`config.mk`:
```
export PLATFORM = sky130hd
export DESIGN_NAME = lsgc_rq
export DESIGN_NICKNAME = d
export VERILOG_FILES = /design/src/lsgc_pkg.sv /design/src/lsgc_rq.sv
export SDC_FILE = /design/constraint.sdc
export NUM_CORES = 1
export LEC_CHECK = 0
export ABC_CLOCK_PERIOD_IN_PS = 7210
export BUFFER_PORTS_ARGS = -buffer_cell sky130_fd_sc_hd__clkbuf_2
export CELL_PAD_IN_SITES_DETAIL_PLACEMENT = 2
export CELL_PAD_IN_SITES_GLOBAL_PLACEMENT = 2
export CORE_ASPECT_RATIO = 1.75
export CORE_MARGIN = 3
export CORE_UTILIZATION = 42
export DETAILED_ROUTE_END_ITERATION = 16
export GPL_TIMING_DRIVEN = 1
export HOLD_SLACK_MARGIN = 0.06
export MAX_ROUTING_LAYER = met4
export PLACE_DENSITY = 0.93
export SLEW_MARGIN = 20
export SYNTH_ARGS = -nofsm -noshare
export SYNTH_HDL_FRONTEND = slang
export SYNTH_SLANG_ARGS = --single-unit
export TNS_END_PERCENT = 10
```
`constraint.sdc`:
```
create_clock -name clk_i -period 7.21 [get_ports clk_i]
set_input_delay 1.0815 -clock clk_i [delete_from_list [all_inputs] [get_ports clk_i]]
set_output_delay 1.0815 -clock clk_i [all_outputs]
set_load 0.1 [all_outputs]
```
`src/lsgc_pkg.sv`:
```
// Shared types, constants and the gap threshold table of the lidar scan
// gap clustering block. No dependencies.
package lsgc_pkg;

  localparam int unsigned COORD_W  = 20;
  localparam int unsigned RANGE_W  = 16;
  localparam int unsigned CL_W     = 10;
  localparam int unsigned SPAN_W   = 10;
  localparam int unsigned THR_SQ_W = 21;
  localparam int unsigned D2_W     = 2 * (COORD_W + 1) + 1;

  localparam logic [SPAN_W-1:0] SPAN_RESET = 10'd5;

  localparam int unsigned QDEPTH  = 8;
  localparam int unsigned QPTR_W  = 3;
  localparam int unsigned QCNT_W  = 4;
  localparam int unsigned NRES    = 3;

  typedef struct packed {
    logic signed [COORD_W-1:0] x;
    logic signed [COORD_W-1:0] y;
    logic        [RANGE_W-1:0] rng;
    logic                      scan_end;
  } point_t;

  typedef struct packed {
    logic [CL_W-1:0] cl_start;
    logic [CL_W-1:0] cl_end;
    logic            wrapped;
    logic            last;
  } res_t;

  // Squared gap threshold in mm^2, picked by range in mm.
  function automatic logic [THR_SQ_W-1:0] thr_sq(input logic [RANGE_W-1:0] r);
    logic [THR_SQ_W-1:0] t;
    if (r <= 16'd300)       t = 21'd400;
    else if (r <= 16'd500)  t = 21'd2500;
    else if (r <= 16'd800)  t = 21'd12100;
    else if (r <= 16'd1000) t = 21'd28900;
    else if (r <= 16'd2000) t = 21'd360000;
    else if (r <= 16'd3000) t = 21'd490000;
    else if (r <= 16'd4000) t = 21'd722500;
    else if (r <= 16'd5000) t = 21'd810000;
    else if (r <= 16'd6000) t = 21'd1000000;
    else                    t = 21'd1210000;
    return t;
  endfunction

endpackage

```
`src/lsgc_rq.sv`:
```
// Result queue: takes up to three results per cycle, in slot order, and
// hands out one per transfer. Depends on lsgc_pkg.
module lsgc_rq (
  input  logic                       clk_i,
  input  logic                       rst_ni,
  input  lsgc_pkg::res_t             res_i [lsgc_pkg::NRES],
  input  logic [lsgc_pkg::NRES-1:0]  vld_i,
  input  logic                       pop_i,
  output lsgc_pkg::res_t             head_o,
  output logic                       nempty_o,
  output logic                       room_o
);

  lsgc_pkg::res_t mem_q [lsgc_pkg::QDEPTH];
  logic [lsgc_pkg::QPTR_W-1:0] wp_q, rp_q;
  logic [lsgc_pkg::QCNT_W-1:0] cnt_q;
  logic [lsgc_pkg::QPTR_W-1:0] off [lsgc_pkg::NRES];
  logic [lsgc_pkg::QCNT_W-1:0] npush;

  assign off[0] = '0;
  assign off[1] = lsgc_pkg::QPTR_W'(vld_i[0]);
  assign off[2] = lsgc_pkg::QPTR_W'(vld_i[0]) + lsgc_pkg::QPTR_W'(vld_i[1]);
  assign npush  = lsgc_pkg::QCNT_W'(vld_i[0]) + lsgc_pkg::QCNT_W'(vld_i[1])
                + lsgc_pkg::QCNT_W'(vld_i[2]);

  assign head_o   = mem_q[rp_q];
  assign nempty_o = cnt_q != '0;
  assign room_o   = cnt_q <= lsgc_pkg::QCNT_W'(lsgc_pkg::QDEPTH - lsgc_pkg::NRES);

  always_ff @(posedge clk_i or negedge rst_ni) begin
    if (!rst_ni) begin
      wp_q  <= '0;
      rp_q  <= '0;
      cnt_q <= '0;
    end else begin
      wp_q  <= wp_q + lsgc_pkg::QPTR_W'(npush);
      rp_q  <= rp_q + lsgc_pkg::QPTR_W'(pop_i);
      cnt_q <= cnt_q + npush - lsgc_pkg::QCNT_W'(pop_i);
    end
  end

  always_ff @(posedge clk_i) begin
    for (int j = 0; j < lsgc_pkg::NRES; j++) begin
      if (vld_i[j]) begin
        mem_q[wp_q + off[j]] <= res_i[j];
      end
    end
  end

endmodule

```
==> results of run 1 <==
## worst paths after layout
path	startpoint	cells after the start	slack, ns	to
max	vld_i[1]	9	2.63	mem_q[7][14]$_DFFE_PP_
min	rst_ni	1	0.48	wp_q[1]$_DFF_PN0_
max reg2reg	wp_q[0]$_DFF_PN0_	7	3.12	mem_q[7][14]$_DFFE_PP_
min reg2reg	cnt_q[0]$_DFF_PN0_	1	0.62	cnt_q[0]$_DFF_PN0_
max in group asynchronous	rst_ni	1	6.48	rp_q[0]$_DFF_PN0_
min in group clk_i	cnt_q[0]$_DFF_PN0_	1	0.62	cnt_q[0]$_DFF_PN0_
## critical path: stages
cell      delay (ns)
clkbuf_2        0.10
buf_4           0.27
fa_1            0.45
ha_1            0.31
xor2_4          0.44
buf_4           0.68
nand2b_1        0.65
o211ai_1        0.35
buf_4           0.33
## cell usage in the layout, fill, tap and decap left out, types with 14 or more instances in the layout
master | netlist | layout
o21ai_1 | 28 | 28
inv_1 | 14 | 14
nor4bb_1 | 22 | 22
a31oi_2 | 19 | 19
a31oi_1 | 157 | 157
nand2_1 | 181 | 181
buf_4 | 1 | 44
nor3_1 | 176 | 176
o21ai_0 | 148 | 148
clkbuf_2 | 0 | 95
mux2_2 | 22 | 22
edfxtp_1 | 176 | 176
and4_1 | 22 | 22
and4b_1 | 44 | 44
mux4_2 | 44 | 44
clkbuf_16 | 0 | 17
## layer usage
layer  vias up  part of all wire [%]
li1       4989                     -
met1      6337                    35
met2       928                    49
met3       321                   7.2
met4         0                   8.4
met5         -                     0
## cell type report
| cell class | instances | area, sq um | share of cell area [%] |
|---|---|---|---|
| tap | 382 | 478 | 3.45 |
| clock inverter | 10 | 126 | 0.913 |
| inverter | 14 | 52.6 | 0.380 |
| sequential | 186 | 5540 | 40.0 |
| multi-input combinational | 925 | 6400 | 46.2 |
| clock buffer | 20 | 437 | 3.16 |
| timing repair buffer | 139 | 806 | 5.82 |
## through the flow
step / hold WS [ns] / setup slack [ns] / cell area, sq um
after floorplan: 0.461 / 3.37 / 12700
after global placement: 0.534 / 2.33 / 13300
after detailed placement: 0.616 / 2.12 / 13300
after CTS: 0.476 / 2.48 / 13800
after global routing: 0.492 / 2.61 / 13800
final: 0.478 / 2.63 / 13800
## sequential cells by signal, indices dropped and copies added (netlist names)
name	flops
cnt_q	4
rp_q	3
mem_q	176
wp_q	3
## kinds of logic (layout without fill, tap and decap cells)
group,Yosys count,after routing,share of synthesized area (%)
multiplexers,66,66,9.76
flip-flops,186,186,43.6
AND/OR/NAND/NOR,470,470,20.2
AO/OA/AOI/OAI,364,364,17.2
adder cells (fa/ha/maj),17,17,1.91
buffers and inverters,190,183,6.34
XOR/XNOR,8,8,0.878
==> impl_results.md, run 1 <==
- Fin util: around 47%
- # hold bufs at CTS: 0
- CTS resizes: 0
- Status: finished, final reports clean
- Clock transition at the registers of the reported paths: roughly 0.07 ns
- CP Max Fanout: 59
- Die area: 0.0324 sq mm
- Cell Area, Synth: between 0.01 and 0.015 sq mm
- Root Buffer: clkbuf_16
- Fin crit share: 63.5%
- Post-synth top cells: nand2_1, edfxtp_1, nor3_1, a31oi_1, o21ai_0
- Routed wire length: approximately 59 mm
- Initial antenna violation count: 0
- Layout cells sized above 1: about a fifth
- Htree depth: 4
- Antenna cell count: 0
- Via Count: ~13k
- # fillers: roughly 3.0k
- Final Instance Count excl. Fillers: 1676
- Crit Path Class: in2reg
- Max-Cap Viols: 0
- Largest net degree at the start of global routing: between 90 and 100
- Post-route antenna net violation count: 0
- Netlist cell types: between 40 and 50
- Worst Max-Slew Pin Slew: 1.12 ns
- TritonCTS Buffers: 17
- Fmax: between 200 and 250 MHz
- Post-CTS setup buffers: 0
- Area contributors post-synth: edfxtp_1, mux4_2, a31oi_1, nor3_1, o21ai_0
- Post-synthesis cell count: between 1k and 1.5k
- Placed cells: around 1.6k
- Final setup fails: 0
- Port Buffers: 95
- Final min period: 4.58 ns
- Startpoint class of the critical path: input pin
- Synth Area per Inst: between 9 and 10 sq um
- Chip Height: between 200 and 250 um
- Unrepaired setup endpoints after global routing: no
- Top-area cell type share of the netlist area: around two fifths
- Max-slew headroom: between 20 and 30%
- Tot GR Track Use: between 30% and 40%
- Initial Util: 42.9%
- CTS sink cnt: approximately 190
- Global routing met3 resource utilization: about 5.2%
- Number of synthesized flops with an enable pin: roughly 180
- Yosys top cell by area: edfxtp_1
- Clock latency on the worst-skew pair: ~0.49 ns
- Gr busiest metal: met2
- Post-synthesis sequential area ratio: between 40% and 50%
- First-pass DRT Iterations: 6
- DRT iter0 DRCs: between 1.5k and 2k
- Setup crit end kind: flip-flop
- CP Data Required Time: about 7.4 ns
- First-pass GRT wire length: ~90 mm
- WP data arrival: 4.73 ns
- Most common cell in the netlist: nand2_1
- GRT met2 Usage: roughly three fifths
- Syn_nets: 1390
- Routability congestion estimate: between 0.8 and 0.9
- Clock Skew: between 0.01 and 0.015 ns
- WL per Instance: 35.3 um
- Setup_tns: 0 ns
- #FFs+latches synth: 186
- Core footprint: between 0.02 and 0.03 sq mm
- Synth-to-Final Area Change: 9.03%
- Final Hold Fails: 0
- Chip Width: 137 um
- Vias in the first global route: approximately 14k
- Fin. max-slew vios: 0
- Nets: about 1.4k
- Ports: 96
- Remaining DRCs: 0
- Grt met1 use: a little over two fifths
- Fraction of registers with async set or reset after synthesis: between 5 and 6%
- Hold Crit Class: in2async
- Cell Rows: 83
- Main synth FF type: edfxtp_1
- CTS tree: built
- Vias per cell: around 7.5
- Clk buf depth: 2
- HPWL Detailed: 35.3 mm
- Yosys warnings: 0
- Gr ovfl total: 0
Power of run 1 is left out: the tool's default activity adds up to more than one toggle a clock period on the data nets, which glitch-free logic cannot reach.
==> inputs of run 2 (changes only) <==
- ABC_AREA: not set -> 1
- ABC_CLOCK_PERIOD_IN_PS: 7210 -> 4800
- CORE_UTILIZATION: 42 -> 36
- PLACE_DENSITY: 0.93 -> 0.9
- clock period: 7.21 -> 4.8 ns (I/O delays scaled with it)
==> impl_results.md, run 2 <==
- Status: finished, final reports clean
- Max-Cap Viols: 0 (unchanged)
- Worst Max-Slew Pin Slew: 0.990 ns (-0.134 ns)
- Clock transition at the registers of the reported paths: 0.07 ns (about the same)
- First-pass DRT Iterations: 5 (-1)
- Post-synthesis sequential area ratio: 43.6% (about the same)
- Fin crit share: between 70% and 80%
- Netlist cell types: 23 (-44%)
- Post-synthesis cell count: 1718 (+32%)
- Main synth FF type: edfxtp_1
- Clk buf depth: 2 (unchanged)
- Ports: 96 (unchanged)
- Startpoint class of the critical path: flip-flop
- CP Capture Point: head_o[21]
- Chip Width: 148 um (+7.7%)
- Via Count: 14.0k (+12%)
- Routability congestion estimate: 0.857 (-0.73%)
- Most frequent cells in the layout: nand2_1, nand3_1, nand4_1, edfxtp_1, nor2_1
- Cell Area, Synth: 0.0127 sq mm (about the same)
- Setup_tns: 0 ns (unchanged)
- #FFs+latches synth: 186 (unchanged)
- Yosys top cell by area: edfxtp_1
- Yosys warnings: 0 (unchanged)
- Synth-to-Final Area Change: 9.36%
- Most common cell in the netlist: nand2_1
- Wire length on met2: 32.6 mm (+13%)
- Fin util: 40.0% (-6.7 points)
- Layout cells sized above 1: 11.7% (-8.5 points)
- Htree depth: 4 (unchanged)
- Syn_nets: 1807 (+30%)
- Vias in the first global route: 15.4k (+14%)
- # hold bufs at CTS: 0 (unchanged)
- R2r startpoint: wp_q[0]$_DFF_PN0_
- Setup crit end kind: primary output
- WL met3: 3.95 mm (-7.7%)
- PnR worst setup slack: 1.19 ns (-1.45 ns)
- Fraction of registers with async set or reset after synthesis: 5.38% (unchanged)
- Final Hold Fails: 0 (unchanged)
- Reg2reg path depth: 7 (unchanged)
- CP Data Required Time: 4.08 ns (-3.28 ns)
- Max FFs per register: 176 (unchanged)
- WL per Instance: 28.9 um (-18%)
- Hold Crit Class: in2async
- Gr ovfl total: 0 (unchanged)
- Crit Path Class: reg2out
- WL met1: 21.8 mm (+4.0%)
- CTS tree: built
- CTS resizes: 0 (unchanged)
- Vias per cell: 6.42 (-14%)
- Area contributors post-synth: edfxtp_1, nand2_1, nand4_1, nand3_1, o21ai_0
- Max layer used: met4
- Die area: 0.0376 sq mm (+16%)
- HPWL Detailed: 40.3 mm (+14%)
- Leak: slightly above 0.006 uW
- Post-CTS setup buffers: 0 (unchanged)
- Fmax: 277 MHz
- Initial Util: 36.6% (-6.3 points)
- Max-slew headroom: 33.8% (+8.8 points)
- Cell Pwr Density: between 800 and 900 mW/mm^2
- Tot GR Track Use: 34.5% (-3.2 points)
- Nets: 1800 (+31%)
- Synth Area per Inst: 7.39 sq um (-24%)
- WP data arrival: 2.89 ns (-1.84 ns)
- Post-synth top cells: nand2_1, nand3_1, edfxtp_1, nand4_1, nor2_1
- Port Buffers: 95 (unchanged)
- # fillers: 4091 (+35%)
- Placed cells: 2152 (+31%)
- Fin. max-slew vios: 0 (unchanged)
- Clock Skew: 0.0153 ns (+0.00336 ns)
- Final Instance Count excl. Fillers: 2185 (+30%)
- Final setup fails: 0 (unchanged)
- CTS sink cnt: 186 (unchanged)
- TritonCTS Buffers: 17 (unchanged)
- Largest net degree at the start of global routing: 71 (-25%)
- Core footprint: 0.0347 sq mm (+17%)
- Peak VDD IR: between 1000 and 1500 uV
- Post-route antenna net violation count: 0 (unchanged)
- CP Max Fanout: 30 (-49%)
- Clock latency on the worst-skew pair: 0.47 ns (-0.02 ns)
- Cell Rows: 90 (+8.4%)
- Final min period: 3.61 ns
- Commonest non-fill, non-tap cell in the layout: nand2_1
- DRT iter0 DRCs: 1535 (-0.58%)
- Root Buffer: clkbuf_16
- Remaining DRCs: 0 (unchanged)
- Hold slack: 0.119 ns (-0.359 ns)
- Number of synthesized flops with an enable pin: 176 (unchanged)
- Critical R2R Capture: mem_q[2][8]$_DFFE_PP_
- Chip Height: 254 um (+7.8%)
- Routed wire length: 63.1 mm (+6.8%)
- Post-Place Worst Slack: 1.13 ns (-0.988 ns)
- Worst setup path start: rp_q[1]$_DFF_PN0_
- Top-area cell type share of the netlist area: 41.6% (about the same)
- Initial antenna violation count: 1 (+1)
- First-pass GRT wire length: 94.4 mm (+7.0%)
- Unrepaired setup endpoints after global routing: no
- R2R Setup Slk: 1.58 ns (-1.54 ns)
[run 2: cell types whose count changed in the layout (fill, tap and decap cells not counted), sizes merged, moves of 22 or more]
cell    change
nand4     +175
a31oi     -176
inv        +67
mux2       -22
nand2     +429
mux4       -44
nor4bb     -22
and4b      -44
nor3      -176
and4       -22
nor2      +136
o21ai      -42
nand3     +199
[run 2: worst min-delay path by stage]
stage                    endpoint  cells past startpoint
2_1_floorplan  cnt_q[0]$_DFF_PN0_                      0
4_1_cts        cnt_q[3]$_DFF_PN0_                      1
5_1_grt        cnt_q[2]$_DFF_PN0_                      1
3_5_place_dp   cnt_q[0]$_DFF_PN0_                      1
3_3_place_gp   cnt_q[0]$_DFF_PN0_                      1
6_report       cnt_q[3]$_DFF_PN0_                      1
[run 2: cell type report]
type                       instances  area [sq um]  share of cell area (%)
antenna                            1          2.50                  0.0180
tap                              460           576                    4.15
multi-input combinational       1286          6030                    43.5
clock buffer                      18           429                    3.09
inverter                          81           304                    2.19
clock inverter                    14           129                   0.929
timing repair buffer             139           868                    6.26
sequential                       186          5540                    39.9
[run 2: kinds of logic (layout without fill, tap and decap cells)]
logic type      count (synthesis)  count (layout)  share of synthesized area (%)
xor+xnor                        6               6                          0.621
fa+ha+maj                      17              17                           1.91
simple gates                 1128            1128                           39.5
buf+inv                       246             252                           9.05
flops                         186             186                           43.6
compound gates                135             135                           5.32
other cells                     0               1                              0
[run 2: critical path, stage by stage (launching register included)]
cell	delay (ns)
dfrtp_2	0.84
buf_4	0.45
o21ai_0	0.16
o21ai_0	0.21
nand2_1	0.09
nand2_1	0.16
clkbuf_2	0.51
[run 2: layer usage]
layer / track usage, % / vias up
met2: 60.2 / 830
met3: 4.46 / 301
met1: 36.5 / 7095
met5: - / -
li1: - / 5812
met4: 22.9 / 0
[run 2: stage by stage]
step	area, sq um	total power, uW
2_1_floorplan	12700	8200
3_3_place_gp	13300	10200
3_5_place_dp	13300	10600
4_1_cts	13900	12200
5_1_grt	13900	12800
6_report	13900	12300
[run 2: power by group]
group / internal (uW) / total [uW] / switching [uW]
registers: 2890 / 3230 / 333
clock network: 759 / 1450 / 694
logic: 1460 / 7610 / 6150
Power figures use the tool's default switching activity.
==> inputs of run 3 (changes only) <==
- ABC_AREA: 1 -> 0
- ABC_CLOCK_PERIOD_IN_PS: 4800 -> 3500
- CORE_UTILIZATION: 36 -> 40
- clock period: 4.8 -> 3.5 ns (I/O delays scaled with it)
==> impl_results.md, run 3 (synthesized netlist as in run 1, its figures left out) <==
- Status: finished, final reports clean
- Die area: 0.0340 sq mm (-9.7%)
- Startpoint class of the critical path: flip-flop
- Largest net degree at the start of global routing: 93 (+31%)
- Vias in the first global route: 14.0k (-9.3%)
- Root Buffer: clkbuf_16
- Final min period: between 3 and 4 ns
- Unrepaired setup endpoints after global routing: no
- Clock transition at the registers of the reported paths: 0.07 ns (about the same)
- Via Count: 12.8k (-8.8%)
- HPWL Detailed: 37.4 mm (-7.4%)
- Core footprint: 0.0311 sq mm (-10%)
- R2R Setup Slk: 0.43 ns (-1.15 ns)
- Most frequent cells in the layout: nand2_1, nor3_1, edfxtp_1, a31oi_1, o21ai_0
- WL met1: 20.4 mm (-6.1%)
- CTS tree: built
- Final Hold Fails: 0 (unchanged)
- Final setup fails: 0 (unchanged)
- Post-route antenna net violation count: 0 (unchanged)
- Crit Path Class: reg2out
- Fmax: around 300 MHz
- Clock Skew: 0.0112 ns (-0.00402 ns)
- Register area: 0.00554 sq mm (about the same)
- TritonCTS Buffers: 17 (unchanged)
- Clk buf depth: 2 (unchanged)
- Max FFs per register: 176 (unchanged)
- Synth-to-Final Area Change: 11.6%
- Cell Rows: 85 (-5.6%)
- Fin. max-slew vios: 0 (unchanged)
- Port Buffers: 95 (unchanged)
- Htree depth: 4 (unchanged)
- Nets: 1398 (-22%)
- Clock latency on the worst-skew pair: 0.48 ns (about the same)
- Post-CTS setup buffers: 0 (unchanged)
- WP data arrival: 2.71 ns (-0.18 ns)
- CTS resizes: 0 (unchanged)
- Layout cells sized above 1: 21.5% (+9.8 points)
- Chip Width: 141 um (-4.9%)
- Commonest non-fill, non-tap cell in the layout: nand2_1
- Multi-input logic area: 0.00640 sq mm (+6.1%)
- WL met3: 4.81 mm (+22%)
- Routability congestion estimate: 0.894 (+4.3%)
- Max-slew headroom: 32.9% (-0.95 points)
- # fillers: 3273 (-20%)
- Max-Cap Viols: 0 (unchanged)
- CP Max Fanout: 18 (-40%)
- Setup_tns: 0 ns (unchanged)
- Initial antenna violation count: 1 (unchanged)
- Hold Crit Class: in2reg
- Fin crit share: 92.5%
- Vias per cell: 7.47 (+16%)
- Chip Height: 242 um (-5.0%)
- DRT iter0 DRCs: 1441 (-6.1%)
- Wire length on met2: 29.2 mm (-10%)
- Routed wire length: 60.2 mm (-4.6%)
- Gr ovfl total: 0 (unchanged)
- Remaining DRCs: 0 (unchanged)
- First-pass GRT wire length: 90.3 mm (-4.3%)
- Max layer used: met4
- Ports: 96 (unchanged)
- Worst Max-Slew Pin Slew: 1.01 ns (+0.0170 ns)
- CTS sink cnt: 186 (unchanged)
- Tot GR Track Use: 36.2% (+1.7 points)
- Setup crit end kind: primary output
- Initial Util: 40.9% (+4.3 points)
- CP Data Required Time: 2.97 ns (-1.11 ns)
- First-pass DRT Iterations: 7 (+2)
- WL per Instance: 35.2 um (+22%)
==> run 3: cell types whose count changed in the layout (fill, tap and decap cells not counted), sizes merged, moves of 22 or more <==
cell | before | now
nor4bb | 0 | 22
o21ai | 134 | 176
nand4 | 176 | 1
inv | 82 | 14
mux2 | 0 | 22
nor2 | 138 | 2
nand2 | 610 | 181
nand3 | 204 | 5
and4b | 0 | 44
and4 | 0 | 22
nor3 | 0 | 176
buf | 44 | 69
mux4 | 0 | 44
a31oi | 0 | 176
==> run 3: worst max-delay path: stages, from the launching register on <==
cell and delay, ns:
dfrtp_4 0.65, buf_12 0.25, mux4_2 0.56, mux2_2 0.34
clkbuf_2 0.38
==> run 3: worst paths after layout <==
path                       depth (start not counted)               start                endpoint
max                                                4   rp_q[0]$_DFF_PN0_              head_o[11]
max in group asynchronous                          2              rst_ni       rp_q[0]$_DFF_PN0_
max reg2reg                                        7   wp_q[0]$_DFF_PN0_  mem_q[2][13]$_DFFE_PP_
min                                                2               pop_i       rp_q[0]$_DFF_PN0_
min reg2reg                                        1  cnt_q[0]$_DFF_PN0_      cnt_q[0]$_DFF_PN0_
min in group asynchronous                          2              rst_ni      cnt_q[0]$_DFF_PN0_
==> run 3: through the flow <==
step	worst slack, ns	cells	hold WS (ns)	instance area (sq um)	util, %
after floorplan	0.218	1301	0.229	12700	-
after global placement	0.476	1680	0.403	13600	43.8
after detailed placement	0.402	1680	0.418	13600	43.8
after CTS	0.257	1712	0.310	14200	45.6
after global routing	0.198	1713	0.320	14200	45.6
final	0.263	1713	0.320	14200	45.6
==> run 3: layout make-up <==
class / instances / share of cell area (%)
Sequential cell: 186 / 39.1
Tap cell: 391 / 3.45
Clock inverter: 10 / 0.724
Timing Repair Buffer: 165 / 8.05
Inverter: 14 / 0.371
Clock buffer: 21 / 3.11
Antenna cell: 1 / 0.0177
Multi-Input combinational cell: 925 / 45.2
==> run 3: repair_timing <==
| item | CTS | global route |
|---|---|---|
| setup endpoints to repair | 0 | 0 |
| hold buffers | 1 | 0 |
| hold endpoints to repair | 10 | 0 |
==> run 3: metal layers <==
metal | up-vias | global-route usage, %
li1 | 5042 | -
met1 | 6361 | 39.7
met2 | 969 | 56.9
met3 | 430 | 7.14
met4 | 0 | 28.8
met5 | - | -
Power of run 3 is left out for the same reason.
